$ cat src/hw/rtl/albsm_pkg.sv
// Shared types and constants for the byte-strobe memory core.
`default_nettype none

package albsm_pkg;

  localparam int MEM_BYTES = 4096;
  localparam int LANES     = 4;
  localparam int ROWS      = MEM_BYTES / LANES;
  localparam int ROW_W     = $clog2(ROWS);
  localparam int OFF_W     = $clog2(MEM_BYTES);
  localparam int LANE_W    = $clog2(LANES);
  localparam int ADDR_W    = 32;
  localparam int DATA_W    = 32;

  typedef enum logic {
    OP_READ  = 1'b0,
    OP_WRITE = 1'b1
  } opcode_e;

  typedef enum logic {
    RESP_OKAY   = 1'b0,
    RESP_SLVERR = 1'b1
  } resp_e;

  // Per-bank view of one access
  typedef struct packed {
    logic                          ok;
    logic [LANE_W-1:0]             rot;
    logic [LANES-1:0][ROW_W-1:0]   row;
    logic [LANES-1:0]              ben;
    logic [LANES-1:0][7:0]         bdata;
  } acc_dec_t;

endpackage

`default_nettype wire

$ cat src/hw/rtl/albsm_lane_map.sv
// Window check and byte-lane to bank mapping for one access.
`default_nettype none

module albsm_lane_map (
  input  wire logic [albsm_pkg::ADDR_W-1:0] address_i,
  input  wire logic [albsm_pkg::ADDR_W-1:0] base_i,
  input  wire logic [albsm_pkg::DATA_W-1:0] wdata_i,
  input  wire logic [albsm_pkg::LANES-1:0]  strobe_i,
  output albsm_pkg::acc_dec_t               dec_o
);
  import albsm_pkg::*;

  logic [ADDR_W:0]   diff;
  logic [OFF_W-1:0]  off;
  logic [LANE_W-1:0] rot;

  // Borrow out of the 33-bit subtract means address below base
  assign diff = {1'b0, address_i} - {1'b0, base_i};
  assign off  = diff[OFF_W-1:0];
  assign rot  = off[LANE_W-1:0];

  always_comb begin
    logic [LANE_W-1:0] ln;
    dec_o     = '0;
    dec_o.ok  = !diff[ADDR_W] && (diff[ADDR_W-1:0] <= ADDR_W'(MEM_BYTES - LANES));
    dec_o.rot = rot;
    for (int b = 0; b < LANES; b++) begin
      // bank b carries lane (b - rot) mod 4; banks below rot sit on the next row
      ln             = LANE_W'(b) - rot;
      dec_o.row[b]   = off[OFF_W-1:LANE_W] + ROW_W'(LANE_W'(b) < rot);
      dec_o.ben[b]   = strobe_i[ln];
      dec_o.bdata[b] = wdata_i[8*ln +: 8];
    end
  end

endmodule

`default_nettype wire

$ cat config.mk
export PLATFORM = sky130hd
export DESIGN_NAME = albsm_lane_map
export DESIGN_NICKNAME = d
export VERILOG_FILES = /design/src/hw/rtl/albsm_pkg.sv /design/src/hw/rtl/albsm_lane_map.sv
export SDC_FILE = /design/constraint.sdc
export NUM_CORES = 1
export LEC_CHECK = 0
export ABC_AREA = 1
export BUFFER_PORTS_ARGS = -buffer_cell sky130_fd_sc_hd__buf_2
export CAP_MARGIN = 20
export CORE_UTILIZATION = 45
export DETAILED_ROUTE_END_ITERATION = 16
export PLACE_DENSITY = 0.77
export SETUP_SLACK_MARGIN = 0.15
export SYNTH_ARGS = -nofsm -noshare
export SYNTH_HDL_FRONTEND = slang
export SYNTH_SLANG_ARGS = --single-unit
$ cat constraint.sdc
create_clock -name vclk -period 6.1
set_input_delay 0 -clock vclk [all_inputs]
set_output_delay 0 -clock vclk [all_outputs]
set_load 0.02 [all_outputs]
* Word level (Yosys, flattened, before mapping)
Cells that the tools add are included.
** Word-level totals
- Register bits :: 0
- Output and inout bits :: 79
- Word-level logic and storage cells :: 32
** Operators by class
- Add/sub/neg operators :: 9
- Order comparisons :: 9
- Shift-type cells :: 4
- Multiplexer cells :: 8
- Reductions and logical operators :: 2
** Operators with widths (number)
- 32-bit by 6-bit indexed part select with 8-bit output :: 4
- 10-bit by 1-bit adder with 10-bit output :: 4
- 32-bit by 32-bit subtractor with 33-bit output :: 1
- 32-bit by 12-bit less-or-equal comparator with 1-bit output (second input constant) :: 1
- 2-bit by 3-bit < comparator with 1-bit output (second input constant) :: 4
- 1-bit binary-select mux with 2-bit select :: 4
- 1-bit by 2-bit < comparator with 1-bit output (first input constant) :: 2
- 2-bit < comparator (first input constant) :: 2
- 1-bit two-way mux :: 4
- 1-bit by 2-bit subtractor with 2-bit output (first input constant) :: 2
- 2-bit subtractor (first input constant) :: 2
- 1-bit logical AND :: 1
- 1-bit zero test :: 1

* Logic depth before layout (Yosys ltp)
- Depth in word-level cells :: 4
- Mapped depth :: 20

* Worst setup path after synthesis
Ideal clock, no wire load.
- Path kind :: input-to-output
- From :: input address_i[0] (netlist bit)
- To :: output dec_o[44] (netlist bit)
- Arrival :: 2989 ps
- Required time :: 6100 ps
- Setup slack :: 3111 ps
- Cell stages on the path :: 16
- Path through :: inv_1 ha_1 inv_1 fa_1 clkbuf_1 clkinv_1 clkbuf_1 ha_1 inv_1 ha_1 ha_1 nand2_1 nor2_1 nand2_1 nor2_1 xor2_1
** RTL lines
- start: declaration :: RTL line albsm_lane_map.sv:5 : input wire logic [albsm_pkg::ADDR_W-1:0] address_i,
- end: declaration :: RTL line albsm_lane_map.sv:9 : output albsm_pkg::acc_dec_t dec_o

==> summary.txt <==
Placement
  • Total cell area at the placement stage: about 0.0049 mm2
  • Final HPWL DP: 10040 um
  • Post-Place Cells: 1055
  • Worst setup slack after placement: 2558 ps
  • Total of buffers placed on input and output ports: between 150 and 200
  • Final weighted congestion in routability-driven placement: 0.9073

Layout
  • Seq_cells: 0
  • Fraction of final layout cells sized beyond drive strength 1: 0.2084
  • Core utilization of the finished layout: 0.5920
  • Non-filler instance count after layout: roughly 1100
  • Layout area overhead: 24.87%
  • Reg area: 0 um2
  • Number of antenna cells inserted: 0
  • Clock buffer count: 0
  • Final #Nets: between 1000 and 1500
  • Final instance area: 0.004937 mm2

Timing
  • Final critical delay including setup and external delays: around 3600 ps
  • Unrepaired setup endpoints after global routing: false
  • Tightest hold margin: 439.8 ps
  • Max-Slew Margin vs Limit: 0.3334
  • Fraction of the cycle the final worst path needs: 0.5865
  • Final hold violation count: 0
  • # setup viols final: 0
  • Slew Limit Fails: 0
  • Pin slew with the least headroom to its limit: around 1000 ps
  • Post-route worst setup slack: roughly 2500 ps
  • Maximum achievable frequency: between 200 and 300 MHz
  • Final TNS setup: 0 ps

Power
  • Part of the total power dissipated in combinational logic: 1.000
  • Sw power: approximately 0.5 mW
  • Net Sw Frac: 0.6611
  • Worst vdd ir: ~0.13 mV
  • Power Density: 155.0 mW/mm2
  • Share of power burned in the clock network: 0
  • Lkg Pwr: between 3 and 4 nW
  • Pwr Total: between 0.7 and 0.8 mW
  • Sequential group share of total power: 0
  • Internal cell power: between 0.2 and 0.3 mW

Routing
  • Avg Vias per Cell: approximately 4.7
  • Detailed-route via count: 5000
  • Count of TritonRoute iterations in the first routing pass: 5
  • Total Wirelength: 11310 um
  • Initial detailed-routing violation count: 288
  • ANT nets after route: 0
  • Wire length per cell after detailed routing: 10.72 um
  • Residual DRC: 0

Critical path
  • Largest fanout on the critical path: 22
  • Critical path startpoint category: input pin
  • Data arrival time of the critical path: between 3000 and 4000 ps
  • Endpoint kind of the worst setup timing path: output port
  • WP data required: 6100 ps
  • Category of the most critical setup path: input pin to output port

Clock network
  • Post-CTS Hold Buffers: 0
  • Setup repair bufs after CTS: 0
  • Count of cells resized by post-cts repair: 0

Global route
  • Global-route wire length before repair: approximately 19000 um
  • Antenna violations before repair: 0
  • All-Layer GR Usage: 0.2463
  • Via count of the first global-routing pass: 4369
  • Maximum number of pins on one net before global-route repair: 39
  • Grt total ovfl: 0

Synth
  • Top cells by area, synth: sky130_fd_sc_hd__nand2_1 26%, sky130_fd_sc_hd__inv_1 17%, sky130_fd_sc_hd__ha_1 13%, sky130_fd_sc_hd__mux2i_1 9.1%, sky130_fd_sc_hd__nor2_1 7.1%
  • Area of the mapped netlist: about 0.0040 mm2
  • Warnings from Yosys: 0
  • Cell taking the most area after synthesis: sky130_fd_sc_hd__nand2_1
  • Portion of the post-synthesis area used by sequential elements: 0
  • Synthesized net count: between 900 and 1000
  • Cell variety after synth: 33
  • Leading post-synthesis cells by instance count: 277 x sky130_fd_sc_hd__nand2_1, 177 x sky130_fd_sc_hd__inv_1, 75 x sky130_fd_sc_hd__nor2_1
  • Area share of the largest cell type after synthesis: 0.2630
  • Synthesized area per cell: a little over 5 um2
  • Most instantiated library cell after synthesis: sky130_fd_sc_hd__nand2_1
  • Cell count after synthesis: 782

Worst hold path
  • Worst hold start: strobe_i[3]
  • Type of the worst min-delay path: input pin to output port
  • Hold-critical path depth: 4
  • Hold Crit Endpoint: dec_o[34]

Die
  • Core region area: between 0.008 and 0.009 mm2
  • Row count: 33
  • Die Wd: around 96 um
  • Die extent in y: approximately 96 um
  • Die Footprint: 0.009165 mm2
  • Initial cell density of the core: 0.4740
  • Top-level I/O count: roughly 180

Job
  • MaxCap Viol Count: 0

Status
  • Outcome: finished, final reports clean
placed cells by master (no fill, tap or decap), types with 27 or more instances in the layout:
master | netlist | layout
sky130_fd_sc_hd__buf_2 | 4 | 179
sky130_fd_sc_hd__nor2_1 | 75 | 75
sky130_fd_sc_hd__xor2_1 | 27 | 27
sky130_fd_sc_hd__o21ai_0 | 28 | 28
sky130_fd_sc_hd__ha_1 | 40 | 39
sky130_fd_sc_hd__nand3_1 | 34 | 34
sky130_fd_sc_hd__nand2_1 | 277 | 277
sky130_fd_sc_hd__a21oi_1 | 31 | 31
sky130_fd_sc_hd__inv_1 | 177 | 177
sky130_fd_sc_hd__mux2i_1 | 36 | 36
cells by family (layout without fill, tap and decap cells):
logic type | after synthesis | count (layout) | synth area share
AND/OR/NAND/NOR | 421 | 421 | 0.4418
buffers and inverters | 191 | 359 | 0.1829
AO/OA/AOI/OAI | 65 | 65 | 0.08861
adder cells (fa/ha/maj) | 41 | 41 | 0.1316
multiplexers | 36 | 36 | 0.09114
XOR/XNOR | 28 | 28 | 0.06393
worst max-delay path, cell delays in order:
cell	delay (ps)
sky130_fd_sc_hd__buf_2	90
sky130_fd_sc_hd__inv_1	50
sky130_fd_sc_hd__ha_2	150
sky130_fd_sc_hd__inv_1	80
sky130_fd_sc_hd__fa_1	950
sky130_fd_sc_hd__clkinv_1	580
sky130_fd_sc_hd__ha_1	360
sky130_fd_sc_hd__inv_1	70
sky130_fd_sc_hd__ha_1	230
sky130_fd_sc_hd__ha_1	210
sky130_fd_sc_hd__nand2_1	60
sky130_fd_sc_hd__nor2_1	170
sky130_fd_sc_hd__nand2_1	100
sky130_fd_sc_hd__nor2_1	140
sky130_fd_sc_hd__xor2_1	150
sky130_fd_sc_hd__buf_2	180
how the worst max path moves through the flow:
stage,start,end,slack (ps)
finish,address_i[0],dec_o[44],2520
global route,address_i[0],dec_o[44],2110
CTS,address_i[0],dec_o[44],2570
detailed placement,address_i[0],dec_o[44],2560
global placement,address_i[0],dec_o[44],2660
floorplan,address_i[0],dec_o[44],3110
layout make-up:
type,instances,area [um2]
fill,924,3403
inverter,180,676.9
multi-input combinational,591,3233
tap,105,131.4
timing repair buffer,179,895.9
power by group through the flow:
| stage | registers (mW) | logic (mW) | clock network [mW] |
|---|---|---|---|
| final | 0 | 0.765 | 0 |
| after detailed placement | 0 | 0.763 | 0 |
| after global placement | 0 | 0.757 | 0 |
| after global routing | 0 | 0.842 | 0 |
| after floorplan | 0 | 0.541 | 0 |
| after CTS | 0 | 0.766 | 0 |
per-layer routing:
layer  vias to the layer above  routed length [um]  global-route usage
li1                       2714                   -                   -
met1                      2110                5291              0.3241
met2                       162                5197              0.4476
met3                        14                 689             0.01580
met4                         0                 134             0.03483
met5                         -                   0                   0
(Power assumes the default switching activity.)
